### src/sal_pkg.sv
// ----------------------------------------------------------------------------
// sal_pkg
// Shared types and codes for the sorted array list: transfer payloads,
// command and status codes, and the control that runs along the cell row.
// ----------------------------------------------------------------------------
package sal_pkg;

  localparam int VAL_W = 32;
  localparam int POS_W = 6;
  localparam int ICNT_W = 7;

  localparam logic [2:0] CMD_INSERT = 3'd0;
  localparam logic [2:0] CMD_REMOVE = 3'd1;
  localparam logic [2:0] CMD_READ   = 3'd2;
  localparam logic [2:0] CMD_SORT   = 3'd3;
  localparam logic [2:0] CMD_SETFLG = 3'd4;

  localparam logic [1:0] ST_OK    = 2'd0;
  localparam logic [1:0] ST_FULL  = 2'd1;
  localparam logic [1:0] ST_EMPTY = 2'd2;
  localparam logic [1:0] ST_RANGE = 2'd3;

  localparam logic [1:0] OP_HOLD   = 2'd0;
  localparam logic [1:0] OP_APPEND = 2'd1;
  localparam logic [1:0] OP_PLACE  = 2'd2;
  localparam logic [1:0] OP_SWAP   = 2'd3;

  typedef struct packed {
    logic [2:0]              cmd;
    logic signed [VAL_W-1:0] value;
    logic [POS_W-1:0]        position;
    logic                    flag_bit;
  } in_item_t;

  typedef struct packed {
    logic signed [VAL_W-1:0] read_value;
    logic [ICNT_W-1:0]       item_count;
    logic                    sorted_now;
    logic [1:0]              status;
  } out_item_t;

  // broadcast to every cell
  typedef struct packed {
    logic [1:0]              op;
    logic                    phase;
    logic signed [VAL_W-1:0] value;
  } cell_ctrl_t;

  // where a cell stands relative to the stored list
  typedef struct packed {
    logic in_use;
    logic at_tail;
    logic past_slot;
    logic right_use;
  } cell_pos_t;

  typedef struct packed {
    logic signed [VAL_W-1:0] elem;
    logic                    lt_left;
    logic                    hit;
  } cell_out_t;

endpackage

### src/sal_ctrl.sv
// ----------------------------------------------------------------------------
// sal_ctrl
// Command sequencer: handshakes, element count, sorted flag, sort pass
// counter and the registered result.
// ----------------------------------------------------------------------------
module sal_ctrl #(
  parameter int CAPACITY = 64,
  localparam int CNT_W = $clog2(CAPACITY + 1)
) (
  input  logic                             clk,
  input  logic                             rst_n,
  input  logic                             in_valid,
  output logic                             in_stall,
  input  sal_pkg::in_item_t                in_data,
  output logic                             out_valid,
  input  logic                             out_stall,
  output sal_pkg::out_item_t               out_data,
  input  logic signed [sal_pkg::VAL_W-1:0] read_word,
  output sal_pkg::cell_ctrl_t              ctrl,
  output logic [CNT_W-1:0]                 count
);

  localparam int CMP_W = (CNT_W > sal_pkg::POS_W) ? CNT_W : sal_pkg::POS_W;
  localparam logic S_IDLE = 1'b0;
  localparam logic S_SORT = 1'b1;

  logic state_r, state_nxt;
  logic [CNT_W-1:0] count_r, count_nxt;
  logic [CNT_W-1:0] ph_r, ph_nxt;
  logic flag_r, flag_nxt;
  logic out_valid_r, out_valid_nxt;
  sal_pkg::out_item_t out_data_r, out_data_nxt;

  logic out_free;
  logic acc;
  logic full;
  logic sort_run;
  logic sort_done;
  logic load;
  logic pos_range;

  assign out_free = !out_valid_r || !out_stall;
  assign in_stall = (state_r == S_SORT) || !out_free;
  assign acc = in_valid && !in_stall;
  assign full = (count_r == CNT_W'(CAPACITY));
  assign sort_run = (state_r == S_SORT) && (ph_r != count_r);
  assign sort_done = (state_r == S_SORT) && (ph_r == count_r) && out_free;
  assign pos_range = CMP_W'(in_data.position) >= CMP_W'(count_r);

  always_comb begin
    ctrl.op = sal_pkg::OP_HOLD;
    ctrl.phase = ph_r[0];
    ctrl.value = in_data.value;
    if (acc && (in_data.cmd == sal_pkg::CMD_INSERT) && !full) begin
      ctrl.op = flag_r ? sal_pkg::OP_PLACE : sal_pkg::OP_APPEND;
    end else if (sort_run) begin
      ctrl.op = sal_pkg::OP_SWAP;
    end
  end

  always_comb begin
    state_nxt = state_r;
    count_nxt = count_r;
    ph_nxt = ph_r;
    flag_nxt = flag_r;
    load = 1'b0;
    out_data_nxt = out_data_r;
    out_data_nxt.read_value = '0;
    out_data_nxt.status = sal_pkg::ST_OK;

    if (acc) begin
      load = 1'b1;
      case (in_data.cmd)
        sal_pkg::CMD_INSERT: begin
          if (full) out_data_nxt.status = sal_pkg::ST_FULL;
          else count_nxt = count_r + 1'b1;
        end
        sal_pkg::CMD_REMOVE: begin
          if (count_r == '0) out_data_nxt.status = sal_pkg::ST_EMPTY;
          else count_nxt = count_r - 1'b1;
        end
        sal_pkg::CMD_READ: begin
          if (pos_range) out_data_nxt.status = sal_pkg::ST_RANGE;
          else out_data_nxt.read_value = read_word;
        end
        sal_pkg::CMD_SORT: begin
          load = 1'b0;
          state_nxt = S_SORT;
          ph_nxt = '0;
        end
        sal_pkg::CMD_SETFLG: flag_nxt = in_data.flag_bit;
        default: ;
      endcase
    end else if (sort_run) begin
      ph_nxt = ph_r + 1'b1;
    end else if (sort_done) begin
      load = 1'b1;
      state_nxt = S_IDLE;
      flag_nxt = 1'b1;
    end

    out_data_nxt.item_count = sal_pkg::ICNT_W'(count_nxt);
    out_data_nxt.sorted_now = flag_nxt;

    if (load) out_valid_nxt = 1'b1;
    else if (!out_stall) out_valid_nxt = 1'b0;
    else out_valid_nxt = out_valid_r;
  end

  always_ff @(posedge clk) begin
    if (!rst_n) begin
      state_r <= S_IDLE;
      count_r <= '0;
      ph_r <= '0;
      flag_r <= 1'b0;
      out_valid_r <= 1'b0;
    end else begin
      state_r <= state_nxt;
      count_r <= count_nxt;
      ph_r <= ph_nxt;
      flag_r <= flag_nxt;
      out_valid_r <= out_valid_nxt;
    end
  end

  always_ff @(posedge clk) begin
    if (load) out_data_r <= out_data_nxt;
  end

  assign out_valid = out_valid_r;
  assign out_data = out_data_r;
  assign count = count_r;

endmodule

### config.mk
export PLATFORM = sky130hd
export DESIGN_NAME = sal_ctrl
export DESIGN_NICKNAME = d
export VERILOG_FILES = /design/src/sal_pkg.sv /design/src/sal_ctrl.sv
export SDC_FILE = /design/constraint.sdc
export NUM_CORES = 1
export LEC_CHECK = 0
export BUFFER_PORTS_ARGS = -buffer_cell sky130_fd_sc_hd__buf_2
export CAP_MARGIN = 40
export CORE_AREA = 5 5 102 104
export DETAILED_ROUTE_END_ITERATION = 12
export DIE_AREA = 0 0 107 109
export GPL_ROUTABILITY_DRIVEN = 0
export GPL_TIMING_DRIVEN = 0
export PLACE_DENSITY = 0.73
export SKIP_LAST_GASP = 1
export SYNTH_ARGS = -nofsm -noshare
export SYNTH_HDL_FRONTEND = slang
export SYNTH_SLANG_ARGS = --single-unit
export TNS_END_PERCENT = 100
### constraint.sdc
create_clock -name clk -period 3.2 [get_ports clk]
set_input_delay 0.32 -clock clk [delete_from_list [all_inputs] [get_ports clk]]
set_output_delay 0.32 -clock clk [all_outputs]
set_load 0.05 [all_outputs]
; ---- Word level (Yosys, flattened, before mapping)
; Index checks and enable logic that the tools add are counted.
[word_totals]
register_bits = 59
in_bits = 78
output_inout_bits = 86
wordCells = 73
[classes]
eq_ne = 10
bitwise_logic = 2
mux = 28
n_lt_le_gt_ge = 1
n_reduce_logical = 20
add_sub_neg = 3
[ops]
columns = operator, count
row1 = 7-bit two-way mux, 6
row2 = 1-bit two-way mux, 15
row3 = "7-bit by 1-bit adder with 7-bit output, second input constant", 2
row4 = 7-bit one-hot mux with 2 select lines, 1
row5 = 2-bit two-way mux, 5
row6 = 7-bit == test, 1
row7 = "7-bit == test, second input constant", 1
row8 = 6-bit by 7-bit greater-or-equal comparator with 1-bit output, 1
row9 = 7-bit zero test, 1
row10 = 7-bit != test, 1
row11 = "7-bit by 1-bit subtractor with 7-bit output, second input constant", 1
row12 = "3-bit by 2-bit == test with 1-bit output, second input constant", 2
row13 = 1-bit logical AND, 6
row14 = 2-bit one-hot mux with 3 select lines, 1
row15 = 1-bit zero test, 5
row16 = "2-bit by 1-bit != test with 1-bit output, second input constant", 2
row17 = 2-bit nonzero test, 2
row18 = "3-bit by 1-bit == test with 1-bit output, second input constant", 1
row19 = "3-bit == test, second input constant", 1
row20 = 3-bit zero test, 1
row21 = 3-bit AND reduction, 1
row22 = 3-bit OR reduction, 1
row23 = 1-bit logical OR, 2
row24 = "2-bit != test, second input constant", 1
row25 = 2 further kinds, 3

; ---- Depth between registers and ports, before layout
[logic_depth]
depth_word = 9
mapped_depth = 8
ltp_nobuf = 7

; ---- Worst setup path before layout
; Ideal clock, no wire load.
[synth_timing]
path_type = reg2reg
startpoint = register count_r[2] (netlist: count[2])
endpoint = register out_data_r (netlist bit out_data[0]) (enable)
setup_ns = 0.396
setup_slack_ns = 0.403
required_time_ns = 2.804
path_stages_with_launch = 7
t_arrival_ns = 2.400
synth_period_minus_slack_ns = 2.797
path_buffers = 1
path_cell_list = dfxtp_1 > buf_2 > xor2_1 > nor4_2 > nand4_1 > o21a_1 > inv_1
[synth_via]
elab_chain_len = 6
word_cells_on_any_way = 8
classes_between = 2 x eq/ne / 3 x mux / 3 x reduce/logical
[synth_lines]
columns = item, line_no
row1 = "start, declared", sal_ctrl.sv:28  ; logic [CNT_W-1:0] count_r, count_nxt;
row2 = "start signal, assigned", sal_ctrl.sv:119  ; count_r <= count_nxt;
row3 = 7-bit == test, sal_ctrl.sv:47  ; assign sort_done = (state_r == S_SORT) && (ph_r == count_r) && out_free;
row4 = 1-bit logical AND (2 in a row), sal_ctrl.sv:47
row5 = 1-bit two-way mux, sal_ctrl.sv:96  ; end else if (sort_done) begin
row6 = 1-bit two-way mux (*), sal_ctrl.sv:94  ; end else if (sort_run) begin
row7 = 1-bit two-way mux (*), sal_ctrl.sv:71  ; if (acc) begin
row8 = named net load, sal_ctrl.sv:39  ; logic load;
row9 = "end signal, assigned", sal_ctrl.sv:127  ; if (load) out_data_r <= out_data_nxt;
row10 = "end, declared", sal_ctrl.sv:32  ; sal_pkg::out_item_t out_data_r, out_data_nxt;
; Mark *: on every way through the listed nets, which the timed path passes. The rest lies on a longest branch.
; A chain may end at the register's enable or synchronous reset.

==> flow_metrics.py <==
metrics = {
    "clock_network": {
        "cts_resized": 0,
        "cts_root_buffer": "clkbuf_8",
        "path_clk_slew_ps": 70,
        "clkLatencyLatePin_ps": 340,
        "hold_buffers": 0,
        "cts_tree": "built",
        "cts_setup_buffers": 0,
        "cts.sinks": 59,
        "cts_made_buffers": 9,
        "clockBufferDepth": 2,
        "cts_max_level": 3,
    },
    "floorplanning": {
        "dieArea_sq_mm": 0.0117,
        "core.rowCount": 36,
        "ios": 164,
        "die_x_um": 107,
        "core_sq_mm": 0.00946,
        "die_h_um": 109,
        "start_util": 0.341,
    },
    "timing": {
        "setup_violations": 0,
        "clock-skew-final_ps": 9.48,
        "tns_ps": 0,
        "fin_hold_ws_ps": 250,
        "worst_pin_slew_ps": 594,
        "fmax_ghz": 0.385,
        "min_period_ps": 2600,
        "report.final.hold_viol_count": 0,
        "slew_headroom": 0.601,
        "rsz0062_at_grt": "false",
        "fin_crit_sh": 0.811,
        "drv_slew": 0,
    },
    "hold_path": {
        "hold_depth": 2,
        "hp-class": "in -> reg",
    },
    "yosys": {
        "ys_types": 50,
        "ys_warn_count": 0,
        "synth_compound_area_frac": 0.120,
        "synth_top_family_by_area": "simple AND/OR/NAND/NOR gates",
        "synth_top_area_share": 0.391,
        "avgSynthCellArea_sq_um": 10.4,
        "yosys.area_share.adder": 0.0349,
        "muxShareOfSynthArea": 0,
        "synth_xor_xnor_area_share": 0.0299,
        "ys_seq_area_frac": 0.497,
        "yosys.area_share.simple": 0.209,
        "synthCells": 309,
        "synthTopCellsByArea": "edfxtp_1 (39%), dfxtp_1 (11%), and2_1 (7.8%)",
        "synth_fp_nets": 396,
        "ys_ff_latch": 59,
        "synth_top_area_cell": "edfxtp_1",
        "synth_edf_count": 42,
        "ys_async_sr_fraction": 0,
        "synth_flop_cell": "edfxtp_1",
        "synth_area_sq_mm": 0.00322,
    },
    "power": {
        "comb_power_share": 0.232,
        "p_per_area_mw_per_mm2": 467,
        "seq_power_share": 0.444,
        "p_int_w": 0.00134,
        "p_clk_frac": 0.325,
        "p_sw_frac": 0.321,
        "p_sw_w": 0.000635,
        "cellLeakagePower_nw": 1.99,
        "ir_worst_vdd_v": 0.000175,
    },
    "setup_path": {
        "crit_path_start_kind": "flip-flop",
        "critPathKind": "reg -> out",
        "required_ps": 2880,
        "path_max_fanout": 8,
        "critPathArrivalTime_ps": 2280,
        "critPathCaptureType": "primary output",
        "rr_worst_depth": 8,
    },
    "layout": {
        "area_delta_synth_final_pct": 31.2,
        "design_area_sq_mm": 0.00423,
        "stdcell_count": 571,
        "final_layout_size_suffix_gt1_frac": 0.434,
        "nNetsFinal": 538,
        "post-route-util": 0.447,
    },
    "drt": {
        "postRouteAntennaNets": 0,
        "vias": 2784,
        "drtIter0Drc": 198,
        "vias_per_cell": 4.88,
        "routed_wl_mm": 8.30,
        "drc": 0,
        "dr.pass1.iters": 5,
        "wl_per_cell_um": 14.5,
    },
    "place": {
        "hpwl_mm": 6.56,
        "dp.cells": 554,
        "port_buffers": 130,
        "place_area_sq_mm": 0.00405,
    },
    "global_routing": {
        "grt_pass1_vias": 2767,
        "antenna_found_initial": 0,
        "gr-total-overflow": 0,
        "grt_max_degree": 26,
        "grt_util_all_layers": 0.146,
        "grt_pass1_wl_mm": 13.3,
    },
    "run": {
        "cap_viol_max_count": 0,
    },
    "status": {
        "status": "finished clean",
    },
}
## through the flow
step	total power, W	setup WS, ps
floorplan	0.00124	403
global placement	0.00134	237
detailed placement	0.00135	822
CTS	0.00200	604
global route	0.00206	473
finish	0.00197	604
## cells in the mapped netlist, types with 2 or more instances
library cell	instances
edfxtp_1	42
and2_1	40
buf_4	33
nand2_1	18
dfxtp_1	17
o21ai_0	15
nand3_1	13
inv_1	12
a21oi_1	10
nor3_1	10
ha_1	9
nor2_1	9
xor2_1	8
a31oi_1	6
buf_2	6
and3_1	5
nand3b_1	5
clkbuf_2	4
nand2b_1	4
a21o_1	3
clkbuf_1	3
xnor2_1	3
a22o_1	2
nand4_1	2
nor2b_1	2
o21a_1	2
o22ai_1	2
or3_1	2
## critical path: stages (launching register included)
cell,delay (ps)
dfxtp_1,330
buf_2,180
inv_1,120
ha_1,200
nor3b_4,330
nand3_1,240
a41o_1,320
buf_2,210
## registers in the layout (all words and copies together), names as in the netlist
name,count
ph_r,7
out_data,42
count,7
out_valid,1
state_r,1
flag_r,1
## routing by layer
layer,up-vias,global-route usage,part of all wire
met1,1231,0.179,0.42
met4,0,0.0575,0.017
met2,188,0.234,0.44
li1,1349,-,-
met3,16,0.0551,0.12
met5,-,0,0
## layout make-up
type	count	area [sq um]
fillers	889	5230
flip-flops and latches	59	1600
multi-input cells	192	1270
repair buffers	131	678
plain buffers	46	309
well taps	114	143
clock buffers	10	128
clock inverters	6	56.3
inverters	12	45.0
diodes	1	2.50
## final timing paths
check                                    from            to  slack, ps
worst min-delay path            read_word[21]  out_data[31]        250
worst max-delay path                 count[0]      ctrl[34]        600
worst max register to register       count[4]  out_data[20]        850
worst min register to register      out_valid     out_valid        510
## logic make-up after synthesis
kind of cell,Yosys count
buf+inv,58
compound gates,55
flops,59
xor+xnor,11
simple gates,117
fa+ha+maj,9
## placed cells by master (no fill, tap or decap), types with 10 or more instances in the layout
master,Yosys,layout
nor3_1,10,10
buf_2,6,136
nand2_1,18,18
inv_1,12,11
and2_1,40,40
buf_4,33,33
a21oi_1,10,10
o21ai_0,15,15
nand3_1,13,13
edfxtp_1,42,42
dfxtp_1,17,17
## power groups by stage
stage          clock network, W  registers (W)  logic (W)
4_1_cts                0.000660       0.000877   0.000461
5_1_grt                0.000693       0.000880   0.000483
6_report               0.000641       0.000877   0.000457
3_3_place_gp                  0       0.000895   0.000447
2_1_floorplan                 0        0.00104   0.000191
3_5_place_dp                  0       0.000893   0.000460
Note: power is estimated with default switching activity, not from simulation.
