### config.mk
export PLATFORM = sky130hd
export DESIGN_NAME = sal_cell
export DESIGN_NICKNAME = d
export VERILOG_FILES = /design/src/sal_pkg.sv /design/src/sal_cell.sv
export SDC_FILE = /design/constraint.sdc
export NUM_CORES = 1
export LEC_CHECK = 0
export BUFFER_PORTS_ARGS = -buffer_cell sky130_fd_sc_hd__buf_2
export CAP_MARGIN = 20
export CORE_MARGIN = 2
export CORE_UTILIZATION = 52
export CTS_CLUSTER_DIAMETER = 60
export CTS_CLUSTER_SIZE = 24
export DETAILED_ROUTE_END_ITERATION = 10
export PLACE_DENSITY = 0.87
export SETUP_SLACK_MARGIN = 0.5
export SKIP_CTS_REPAIR_TIMING = 1
export SLEW_MARGIN = 40
export SYNTH_ARGS = -nofsm -noshare
export SYNTH_HDL_FRONTEND = slang
export SYNTH_SLANG_ARGS = --single-unit
export TNS_END_PERCENT = 30
### constraint.sdc
create_clock -name clk -period 8.6 [get_ports clk]
set_clock_uncertainty 0.1 [all_clocks]
set_input_delay 1.72 -clock clk [delete_from_list [all_inputs] [get_ports clk]]
set_output_delay 1.72 -clock clk [all_outputs]
set_load 0.02 [all_outputs]
### src/sal_pkg.sv
// ----------------------------------------------------------------------------
// sal_pkg
// Shared types and codes for the sorted array list: transfer payloads,
// command and status codes, and the control that runs along the cell row.
// ----------------------------------------------------------------------------
package sal_pkg;

  localparam int VAL_W = 32;
  localparam int POS_W = 6;
  localparam int ICNT_W = 7;

  localparam logic [2:0] CMD_INSERT = 3'd0;
  localparam logic [2:0] CMD_REMOVE = 3'd1;
  localparam logic [2:0] CMD_READ   = 3'd2;
  localparam logic [2:0] CMD_SORT   = 3'd3;
  localparam logic [2:0] CMD_SETFLG = 3'd4;

  localparam logic [1:0] ST_OK    = 2'd0;
  localparam logic [1:0] ST_FULL  = 2'd1;
  localparam logic [1:0] ST_EMPTY = 2'd2;
  localparam logic [1:0] ST_RANGE = 2'd3;

  localparam logic [1:0] OP_HOLD   = 2'd0;
  localparam logic [1:0] OP_APPEND = 2'd1;
  localparam logic [1:0] OP_PLACE  = 2'd2;
  localparam logic [1:0] OP_SWAP   = 2'd3;

  typedef struct packed {
    logic [2:0]              cmd;
    logic signed [VAL_W-1:0] value;
    logic [POS_W-1:0]        position;
    logic                    flag_bit;
  } in_item_t;

  typedef struct packed {
    logic signed [VAL_W-1:0] read_value;
    logic [ICNT_W-1:0]       item_count;
    logic                    sorted_now;
    logic [1:0]              status;
  } out_item_t;

  // broadcast to every cell
  typedef struct packed {
    logic [1:0]              op;
    logic                    phase;
    logic signed [VAL_W-1:0] value;
  } cell_ctrl_t;

  // where a cell stands relative to the stored list
  typedef struct packed {
    logic in_use;
    logic at_tail;
    logic past_slot;
    logic right_use;
  } cell_pos_t;

  typedef struct packed {
    logic signed [VAL_W-1:0] elem;
    logic                    lt_left;
    logic                    hit;
  } cell_out_t;

endpackage

### src/sal_cell.sv
// ----------------------------------------------------------------------------
// sal_cell
// One list slot: holds an element, compares it with the insert value and its
// left neighbour, and loads from the value or a neighbour as the row demands.
// ----------------------------------------------------------------------------
module sal_cell #(
  parameter int IDX = 0
) (
  input  logic                            clk,
  input  sal_pkg::cell_ctrl_t             ctrl,
  input  sal_pkg::cell_pos_t              pos,
  input  logic signed [sal_pkg::VAL_W-1:0] left_elem,
  input  logic signed [sal_pkg::VAL_W-1:0] right_elem,
  input  logic                            right_lt,
  output sal_pkg::cell_out_t              q
);

  localparam logic PAR = 1'(IDX % 2);
  localparam logic HAS_LEFT = (IDX > 0);

  logic signed [sal_pkg::VAL_W-1:0] elem_r, elem_nxt;
  logic lt_val;
  logic lt_left;
  logic right_pair;
  logic left_pair;

  assign lt_val = elem_r < ctrl.value;
  assign lt_left = elem_r < left_elem;
  assign right_pair = (PAR == ctrl.phase) && pos.right_use;
  assign left_pair = (PAR != ctrl.phase) && pos.in_use && HAS_LEFT;

  always_comb begin
    elem_nxt = elem_r;
    case (ctrl.op)
      sal_pkg::OP_APPEND: begin
        if (pos.at_tail) elem_nxt = ctrl.value;
      end
      sal_pkg::OP_PLACE: begin
        if (pos.past_slot) begin
          elem_nxt = left_elem;
        end else if ((pos.in_use && !lt_val) || pos.at_tail) begin
          elem_nxt = ctrl.value;
        end
      end
      sal_pkg::OP_SWAP: begin
        if (right_pair && right_lt) begin
          elem_nxt = right_elem;
        end else if (left_pair && lt_left) begin
          elem_nxt = left_elem;
        end
      end
      default: elem_nxt = elem_r;
    endcase
  end

  always_ff @(posedge clk) begin
    elem_r <= elem_nxt;
  end

  assign q.elem = elem_r;
  assign q.lt_left = lt_left;
  assign q.hit = pos.in_use && !lt_val;

endmodule

# Yosys cells after proc, flatten, opt, wreduce, memory -nomap -nowiden
# Cells that the tools add are included.
# word_totals
word_cells	22
inputBits	105
out_inout_bits	34
reg_bits	32
# op_classes
mux	5
eq_ne	6
reduce_logical	7
order_cmp	2
n_bitwise	1
# ops
operator	n
2-to-1 mux 32 bit	4
one-hot mux 32 bit (3 select lines)	1
less-than comparator 32 bit	2
== test 2 bit, second input constant	2
!= test 2 bit, second input constant	2
AND reduction 4 bit	1
logical AND 1 bit	3
!= test 3 bit, second input constant	1
nonzero test 3 bit	1
== test 2 x 1 -> 1 bit, second input constant	1
logical NOT 1 bit	1
logical OR 1 bit	1
NOT 1 bit	1

# Logic depth before layout (Yosys ltp)
# Gate-level depths: netlist of the first run.
# depth
word_depth	7
mapped_depth	9
ltp_nobuf	8

# Least setup slack after synthesis of the first run
# Ideal clock, no wire load.
# synth_timing
path_kind	input port to output port
startpoint	input ctrl[31] (netlist name)
endpoint	output q[0] (netlist name)
n_path_buf	0
arrival_ns	3.461
setup_slack_ns	3.319
t_required_ns	6.780
path_stages	8
cell_sequence	inv_1 ha_1 nand4_1 or4_1 a31oi_1 o31ai_1 nand2b_1 mux2i_1
# synth_lines
element	line	source
start, declared	sal_cell.sv:10	input sal_pkg::cell_ctrl_t ctrl,
end, declared	sal_cell.sv:15	output sal_pkg::cell_out_t q

==> metrics.md, run 1 <==
| Metric | Value |
|---|---|
| Max reg flops | `32` |
| Slew @ Worst Pin | `approximately 0.73 ns` |
| Worst skew pair latency | `~0.29 ns` |
| I/O pin cnt | `139` |
| Layout cell share with drive strength beyond 1 | `0.308` |
| Total chip power | `0.000571 W` |
| Top flop regs | `elem_r x32` |
| Post-detailed-route via-to-cell ratio | `5.76` |
| # nets final | `657` |
| Die W | `82.0 µm` |
| Status | `finished clean` |
| Input/output buffers | `138` |
| Worst setup margin | `3.11 ns` |
| Core area | `between 5000 and 6000 µm²` |
| Avg Synthesized Cell Area | `~9.0 µm²` |
| Detail Placement HPWL | `7100 µm` |
| Remaining global-route overflow | `0` |
| Layout Area Growth over Synthesis | `27.0%` |
| Synth top cells by count | `inv_1 (96), ha_1 (65), edfxtp_1 (32), a222oi_1 (31), a21oi_1 (19)` |
| Unrepaired setup endpoints after global routing | `no` |
| Post-synth top flop | `edfxtp_1` |
| Setup TNS | `0 ns` |
| Dominant cell type by area after synthesis | `edfxtp_1` |
| PwrDens | `142 nW/µm²` |
| # diodes | `0` |
| Synthesized flop and latch total | `32` |
| CP max stage cell | `or4_1` |
| Via count | `between 3000 and 4000` |
| Max transition margin | `0.514` |
| Clock-pin slew on the worst setup and hold paths | `0.07 ns` |
| Maxcap violations | `0` |
| Worst EP required | `6.78 ns` |
| Synth async-reset ratio | `0` |
| Most flop-heavy register | `elem_r` |
| Fillcell total | `501` |
| Dpl ws | `roughly 3.1 ns` |
| Kind of critical path | `input pin to output port` |
| Post-synth cell types | `36` |
| Fmax | `0.182 GHz` |
| Register area | `961 µm²` |
| Largest cells by area after synthesis | `edfxtp_1 (30%), ha_1 (26%), inv_1 (11%)` |
| Cell mode on critical path | `buf_2` |
| CTS Root Cell | `clkbuf_8` |
| Seq/Total Area, Yosys | `0.304` |
| Hold/Removal Path Class | `flip-flop to flip-flop` |
| CTS buffer count | `5` |
| Hold Vio Cnt, Final | `0` |
| Longest Clk Path Bufs | `2` |
| Pin count of the biggest net entering global routing | `32` |
| Syn Nets | `between 500 and 600` |
| Final WL | `a little under 9000 µm` |
| Fin crit share | `0.638` |
| Peak VDD IR | `0.0769 mV` |
| Residual antenna-violating net count after detailed routing | `0` |
| Worst Path Arrival | `between 3 and 4 ns` |
| Leakage | `around 2.2 nW` |
| Total Die Area | `6730 µm²` |
| CTS Sinks | `32` |
| Most common cell in the netlist | `inv_1` |
| Post-DR wirelength/cell | `~16 µm` |
| Core Rows | `28` |
| CTS tree | `built` |
| Initial DRC Count | `278` |
| Post-layout min period | `5.49 ns` |
| Yosys top cell area share | `0.304` |
| WHS | `1.51 ns` |
| Gpl congestion | `0.911` |
| DRC | `0` |
| Number of global-route vias before repair | `approximately 3000` |
| Gate Count Post-Synth | `351` |
| Ys Warns | `0` |
| Register-to-register path setup slack | `around 5.3 ns` |
| Pre-Repair DR Iteration Count | `6` |
| Initial antenna violation count | `0` |
| Post-synth EDFFs | `32` |
| Critical Path, Cell by Cell | `buf_2 > inv_1 > ha_1 > nand4_1 > or4_1 > a31oi_1 > o31ai_1 > nand2b_1 > mux2i_1 > buf_2` |
| Kind of end point of the critical path | `output port` |
| Initial Utilization | `0.538` |
| Slew Limit Fails | `0` |
| Setup violators final | `0` |
| Htree depth | `2` |
| Crit-path max FO | `4` |
| GRT Resource Usage Total | `0.267` |
| Area taken by multi-input logic gates | `1810 µm²` |
| CP startpoint kind | `input pin` |
| Worst path max stage delay | `0.57 ns` |
| First-pass GRT wire length | `13700 µm` |
| Synth Cell Area | `3170 µm²` |
| Share of the core filled with cells | `0.683` |
| Die Span Y | `82.0 µm` |
## placed cells by master, fill, tap and decap left out, types with 3 or more instances in the layout
master,Yosys,final
nand2_1,14,14
inv_1,96,96
nand4_1,10,10
o21ai_0,11,11
a211oi_1,3,3
nor3b_1,3,3
nor3_1,3,3
nand3_1,7,7
o211ai_1,3,3
a21o_1,3,3
edfxtp_1,32,32
clkbuf_8,0,5
nand2b_1,4,4
buf_2,0,138
nor2_1,11,11
a222oi_1,31,31
ha_1,65,65
a21oi_1,19,19
## power breakdown
group          internal (W)  total [W]  switching, W
combinational     0.0000971   0.000237      0.000139
sequential         0.000201   0.000219     0.0000177
clock             0.0000536   0.000115     0.0000613
total              0.000352   0.000571      0.000218
## logic make-up (layout without fill, tap and decap cells)
logic type	Yosys count	in the layout	share of synthesized area
buf+inv	108	244	0.129
compound gates	83	83	0.201
fa+ha+maj	65	65	0.257
simple gates	59	59	0.0960
flops	32	32	0.304
mux	4	4	0.0130
## path summary, 6_finish.rpt
kind | startpoint | endpoint | cells after the start
max reg2reg | elem_r[31] | elem_r[9] | 8
min reg2reg | elem_r[31] | elem_r[31] | 5
min | elem_r[31] | elem_r[31] | 5
max | ctrl[31] | q[0] | 10
## area by class of cell
class / instances / area share
multi-input cells: 211 / 0.450
repair buffers: 141 / 0.179
well taps: 75 / 0.0233
clock buffers: 5 / 0.0171
clock inverters: 2 / 0.00187
flip-flops and latches: 32 / 0.239
inverters: 96 / 0.0896
## per-stage QoR
stage | cell area, µm² | instances
floorplan | 3170 | 351
global placement | 3930 | 554
detailed placement | 3950 | 555
CTS | 4020 | 562
global route | 4020 | 562
finish | 4020 | 562
## layer usage
| metal | vias up | wire length, µm | global-route usage |
|---|---|---|---|
| met5 | - | 0 | 0 |
| met1 | 1506 | 3650 | 0.334 |
| met3 | 12 | 677 | 0.0407 |
| met2 | 151 | 4520 | 0.467 |
| met4 | 0 | 99 | 0.0850 |
| li1 | 1566 | - | - |
## critical path, delay by kind of cell
family	cells	cell delay [ns]
and+or+nand+nor	3	0.86
adders and majority gates	1	0.33
buffers and inverters	3	0.32
AOI/OAI and AO/OA	2	0.26
muxes	1	0.17
No activity file was read; power rests on OpenSTA's default activity.
==> run 2, diff against run 1 <==
--- a/config.mk
+++ b/config.mk
@@ -8,11 +8,11 @@
 export BUFFER_PORTS_ARGS = -buffer_cell sky130_fd_sc_hd__buf_2
 export CAP_MARGIN = 20
 export CORE_MARGIN = 2
-export CORE_UTILIZATION = 52
+export CORE_UTILIZATION = 44
 export CTS_CLUSTER_DIAMETER = 60
 export CTS_CLUSTER_SIZE = 24
 export DETAILED_ROUTE_END_ITERATION = 10
-export PLACE_DENSITY = 0.87
+export PLACE_DENSITY = 0.78
 export SETUP_SLACK_MARGIN = 0.5
 export SKIP_CTS_REPAIR_TIMING = 1
 export SLEW_MARGIN = 40
==> constraint.sdc (replaced) <==
create_clock -name clk -period 4.6 [get_ports clk]
set_clock_uncertainty 0.1 [all_clocks]
set_input_delay 0.92 -clock clk [delete_from_list [all_inputs] [get_ports clk]]
set_output_delay 0.92 -clock clk [all_outputs]
set_load 0.02 [all_outputs]
==> metrics.md, run 2 (synthesis gave the netlist of run 1 again) <==
| Metric | Value |
|---|---|
| Unrepaired setup endpoints after global routing | `no` |
| CP max stage cell | `nor3b_1` |
| Worst EP required | `3.58 ns (-3.20 ns)` |
| First-pass GRT wire length | `13800 µm (+0.76%)` |
| CTS Root Cell | `clkbuf_8` |
| Total chip power | `0.00107 W (+87%)` |
| Setup violators final | `0 (unchanged)` |
| Die W | `88.8 µm (+8.3%)` |
| Worst path max stage delay | `0.33 ns (-0.24 ns)` |
| Setup TNS | `0 ns (unchanged)` |
| Placement Cell Area | `3980 µm² (+0.86%)` |
| Kind of end point of the critical path | `output port` |
| Fmax | `about 0.26 GHz` |
| Longest Clk Path Bufs | `2 (unchanged)` |
| Die Span Y | `88.8 µm (+8.3%)` |
| Gpl congestion | `0.832 (-8.6%)` |
| Most frequent cells in the layout | `buf_2 (138), inv_1 (96), ha_1 (65), edfxtp_1 (32), a222oi_1 (31)` |
| CTS Sinks | `32 (unchanged)` |
| Core area | `6870 µm² (+17%)` |
| Core Rows | `30 (+7.1%)` |
| DRC | `0 (unchanged)` |
| Htree depth | `2 (unchanged)` |
| Most flop-heavy register | `elem_r` |
| Slew Limit Fails | `0 (unchanged)` |
| Layout Area Growth over Synthesis | `28.3%` |
| Dpl ws | `0.721 ns (-2.40 ns)` |
| Hold/Removal Path Class | `input pin to flip-flop` |
| Post-detailed-route via-to-cell ratio | `5.43 (-5.7%)` |
| Worst skew pair latency | `0.29 ns (about the same)` |
| WHS | `0.831 ns (-0.677 ns)` |
| Fin crit share | `0.837` |
| GRT Resource Usage Total | `0.223 (-0.0433)` |
| Max reg flops | `32 (unchanged)` |
| Input/output buffers | `138 (unchanged)` |
| Worst setup margin | `0.748 ns (-2.36 ns)` |
| Detail Placement HPWL | `7300 µm (+2.8%)` |
| Worst Path Buf+Inv | `3 (unchanged)` |
| Cell mode on critical path | `buf_2` |
| Remaining global-route overflow | `0 (unchanged)` |
| Critical Path, Cell by Cell | `buf_2 > inv_1 > ha_1 > nand3_1 > nor3_1 > nor3b_1 > o211ai_1 > a31oi_1 > mux2i_1 > buf_2` |
| Leakage | `2.26 nW (+0.50%)` |
| Initial DRC Count | `233 (-16%)` |
| Total Die Area | `7890 µm² (+17%)` |
| # diodes | `0 (unchanged)` |
| Post-layout min period | `3.85 ns` |
| PwrDens | `263 nW/µm² (+85%)` |
| I/O pin cnt | `139 (unchanged)` |
| Commonest non-fill, non-tap cell in the layout | `buf_2` |
| Initial Utilization | `0.461 (-0.0770)` |
| Worst Path Arrival | `2.83 ns (-0.84 ns)` |
| Crit-path max FO | `2 (-2)` |
| Layout cell share with drive strength beyond 1 | `0.313 (+0.00488)` |
| Largest delay contributor family on the critical path | `simple AND/OR/NAND/NOR gates` |
| Residual antenna-violating net count after detailed routing | `0 (unchanged)` |
| Post-DR wirelength/cell | `15.1 µm (-4.9%)` |
| Final WL | `8850 µm (-1.0%)` |
| Top flop regs | `elem_r x32` |
| Maxcap violations | `0 (unchanged)` |
| Fillcell total | `651 (+30%)` |
| CTS tree | `built` |
| Pre-Repair DR Iteration Count | `5 (-1)` |
| Hold Vio Cnt, Final | `0 (unchanged)` |
| CTS buffer count | `5 (unchanged)` |
| Peak VDD IR | `0.112 mV (+46%)` |
| Slew @ Worst Pin | `0.738 ns (+0.00864 ns)` |
| Fin area | `4060 µm² (+1.0%)` |
| # nets final | `658 (+0.15%)` |
| CP startpoint kind | `input pin` |
| Clock-pin slew on the worst setup and hold paths | `0.08 ns (about the same)` |
| Number of global-route vias before repair | `3200 (+5.1%)` |
| Via count | `3176 (-1.8%)` |
| Kind of critical path | `input pin to output port` |
| Max transition margin | `0.508 (-0.00576)` |
| Pin count of the biggest net entering global routing | `32 (unchanged)` |
| Initial antenna violation count | `0 (unchanged)` |
| Status | `finished clean` |
## run 2: routing by layer
metal	up-vias	track usage	wire length, µm
met4	0	0.0620	84
met1	1463	0.272	3780
met3	10	0.0392	605
met2	134	0.402	4390
met5	-	0	0
li1	1569	-	-
## run 2: area by class of cell
class | count | area, µm² | share of cell area
inverter | 96 | 360 | 0.0887
clock inverter | 3 | 13.8 | 0.00339
clock buffer | 5 | 68.8 | 0.0169
timing repair buffer | 142 | 728 | 0.179
multi-input combinational | 211 | 1810 | 0.445
sequential | 32 | 961 | 0.237
tap | 96 | 120 | 0.0296
## run 2: metrics by stage
step / instances / util
2_1_floorplan: 351 / -
3_3_place_gp: 576 / 0.577
3_5_place_dp: 577 / 0.579
4_1_cts: 585 / 0.591
5_1_grt: 585 / 0.591
6_report: 585 / 0.591
## run 2: final timing paths
check | slack, ns | start | endpoint | cells after the start
hold / removal | 0.83 | ctrl[21] | elem_r[21] | 3
setup reg to reg | 1.83 | elem_r[19] | elem_r[10] | 8
hold reg to reg | 1.24 | elem_r[31] | elem_r[24] | 6
setup / recovery | 0.75 | left_elem[21] | q[1] | 10
## run 2: power breakdown
group          switching (W)  total (W)  internal (W)
clock               0.000115   0.000217      0.000103
combinational       0.000258   0.000441      0.000183
sequential         0.0000335   0.000410      0.000376
## run 2: worst reg2reg max path: cells and delay by family (launching register included)
family | cells | cell delay [ns]
fa+ha+maj | 1 | 0.34
buf+inv | 1 | 0.29
flops | 1 | 0.43
simple gates | 1 | 0.08
compound gates | 5 | 1.20
==> run 3, diff against run 2 <==
==> constraint.sdc (replaced) <==
create_clock -name clk -period 3.5 [get_ports clk]
set_clock_uncertainty 0.1 [all_clocks]
set_input_delay 0.7 -clock clk [delete_from_list [all_inputs] [get_ports clk]]
set_output_delay 0.7 -clock clk [all_outputs]
set_load 0.02 [all_outputs]
==> metrics.md, run 3 (synthesis gave the netlist of run 1 again) <==
| Metric | Value |
|---|---|
| Status | `finished clean` |
| Crit-path max FO | `2 (unchanged)` |
| Worst path max stage delay | `0.30 ns (-0.03 ns)` |
| Net Sw Frac | `0.376 (-0.00446)` |
| Die Span Y | `88.8 µm (unchanged)` |
| Longest Clk Path Bufs | `2 (unchanged)` |
| Fmax | `0.305 GHz` |
| Total Die Area | `7890 µm² (unchanged)` |
| # nets final | `664 (+0.91%)` |
| Pin count of the biggest net entering global routing | `32 (unchanged)` |
| Slew @ Worst Pin | `0.669 ns (-0.0688 ns)` |
| CTS Root Cell | `clkbuf_8` |
| Top flop regs | `elem_r x32` |
| Leakage | `2.29 nW (+1.3%)` |
| Input/output buffers | `138 (unchanged)` |
| Kind of end point of the critical path | `output port` |
| Kind of critical path | `input pin to output port` |
| Worst flop-to-flop path endpoint | `elem_r[22]` |
| Slew Limit Fails | `0 (unchanged)` |
| Worst skew pair latency | `0.28 ns (about the same)` |
| PwrDens | `339 nW/µm² (+29%)` |
| Initial Utilization | `0.461 (unchanged)` |
| Fin crit share | `0.936` |
| Stages on worst setup path | `10 (unchanged)` |
| GRT Resource Usage Total | `0.232 (+0.00846)` |
| Worst EP required | `2.70 ns (-0.88 ns)` |
| Core Rows | `30 (unchanged)` |
| # diodes | `0 (unchanged)` |
| CTS buffer count | `5 (unchanged)` |
| Peak VDD IR | `0.193 mV (+72%)` |
| Post-DR wirelength/cell | `15.7 µm (+3.9%)` |
| Hold Path Sink | `elem_r[21]` |
| Hold wc startpoint | `ctrl[21]` |
| Final WL | `9270 µm (+4.8%)` |
| Most frequent cells in the layout | `buf_2 (131), inv_1 (90), ha_1 (56), edfxtp_1 (32), a222oi_1 (31)` |
| Worst Path Arrival | `2.48 ns (-0.35 ns)` |
| Setup violators final | `0 (unchanged)` |
| Clock network fraction of total power | `0.192 (-0.012)` |
| CP max stage cell | `ha_1` |
| Post-layout min period | `3.28 ns` |
| Critical Path, Cell by Cell | `buf_2 > inv_1 > ha_1 > nand3_1 > nor3_2 > nor3b_2 > o211ai_1 > a31oi_1 > mux2i_1 > buf_4` |
| Htree depth | `2 (unchanged)` |
| Comb power frac | `0.431 (+0.018)` |
| Die W | `88.8 µm (unchanged)` |
| First-pass GRT wire length | `14100 µm (+1.5%)` |
| Via count | `3168 (-0.25%)` |
| Hold depth | `3 (unchanged)` |
| Gpl congestion | `0.835 (+0.35%)` |
| Sequential share of power | `0.377 (-0.006)` |
| Most flop-heavy register | `elem_r` |
| Core area | `6870 µm² (unchanged)` |
| Register-to-register path setup slack | `0.74 ns (-1.09 ns)` |
| Initial DRC Count | `234 (+0.43%)` |
| Maxcap violations | `0 (unchanged)` |
| CP startpoint kind | `input pin` |
| Worst Path Buf+Inv | `3 (unchanged)` |
| Commonest non-fill, non-tap cell in the layout | `buf_2` |
| I/O pin cnt | `139 (unchanged)` |
| Largest delay contributor family on the critical path | `simple AND/OR/NAND/NOR gates` |
| Psw | `0.000544 W (+34%)` |
| Initial antenna violation count | `0 (unchanged)` |
| Post-detailed-route via-to-cell ratio | `5.37 (-1.1%)` |
| Residual antenna-violating net count after detailed routing | `0 (unchanged)` |
| Non-filler cells, final | `590 (+0.85%)` |
| Detail Placement HPWL | `7360 µm (+0.85%)` |
| Clock-pin slew on the worst setup and hold paths | `0.07 ns (about the same)` |
| Remaining global-route overflow | `0 (unchanged)` |
| DRC | `0 (unchanged)` |
| Hold/Removal Path Class | `input pin to flip-flop` |
| Placed insts | `579 (+0.35%)` |
| CTS tree | `built` |
| Unrepaired setup endpoints after global routing | `yes` |
| WHS | `0.603 ns (-0.228 ns)` |
| Number of global-route vias before repair | `3110 (-2.8%)` |
| Setup TNS | `0 ns (unchanged)` |
| Layout Area Growth over Synthesis | `34.8%` |
| CTS Sinks | `32 (unchanged)` |
| Int Power | `0.000903 W (+36%)` |
| Start of the worst register-to-register path | `elem_r[17]` |
| Layout cell share with drive strength beyond 1 | `0.356 (+0.0434)` |
| Pre-Repair DR Iteration Count | `6 (+1)` |
| Hold Vio Cnt, Final | `0 (unchanged)` |
| Max reg flops | `32 (unchanged)` |
| Max transition margin | `0.554 (+0.0459)` |
| Reg2reg path depth | `9 (+1)` |
run 3: worst max path at each step:
stage / to / slack, ns / startpoint
global route: q[0] / 0.11 / elem_r[20]
finish: q[1] / 0.22 / left_elem[21]
global placement: q[0] / 0.18 / ctrl[23]
floorplan: q[0] / 0.26 / ctrl[31]
detailed placement: q[1] / 0.13 / left_elem[21]
CTS: q[1] / 0.06 / left_elem[21]
run 3: through the flow:
| step | utilization | worst slack [ns] | power [W] | area (µm²) |
|---|---|---|---|---|
| after floorplan | - | 0.259 | 0.000897 | 3170 |
| after global placement | 0.579 | 0.184 | 0.00110 | 3980 |
| after detailed placement | 0.582 | 0.130 | 0.00113 | 4000 |
| after CTS | 0.593 | 0.0585 | 0.00141 | 4070 |
| after global routing | 0.621 | 0.107 | 0.00156 | 4270 |
| final | 0.621 | 0.224 | 0.00145 | 4270 |
run 3: power by group through the flow:
stage / combinational [W] / sequential [W] / clock (W)
after floorplan: 0.000298 / 0.000599 / 0
after global placement: 0.000560 / 0.000544 / 0
after detailed placement: 0.000579 / 0.000548 / 0
after CTS: 0.000584 / 0.000539 / 0.000287
after global routing: 0.000699 / 0.000552 / 0.000304
final: 0.000624 / 0.000545 / 0.000277
run 3: layer usage:
metal  part of all wire  track usage  up-vias
met5                  0            0        -
met2               0.49        0.400      128
met3              0.073       0.0550       14
li1                   -            -     1579
met4              0.019       0.0730        0
met1               0.42        0.285     1447
run 3: worst min-delay path: cells and delay by family:
kind / cells / cell delay, ns
buffers and inverters: 2 / 0.12
AOI/OAI and AO/OA: 1 / 0.06
run 3: layout make-up:
class                   count  area [µm²]
clock buffers               6        72.6
clock inverters             1        5.00
fillers                   605        2600
inverters                  96         360
multi-input cells         211        1930
flip-flops and latches     32         961
well taps                  96         120
repair buffers            148         813
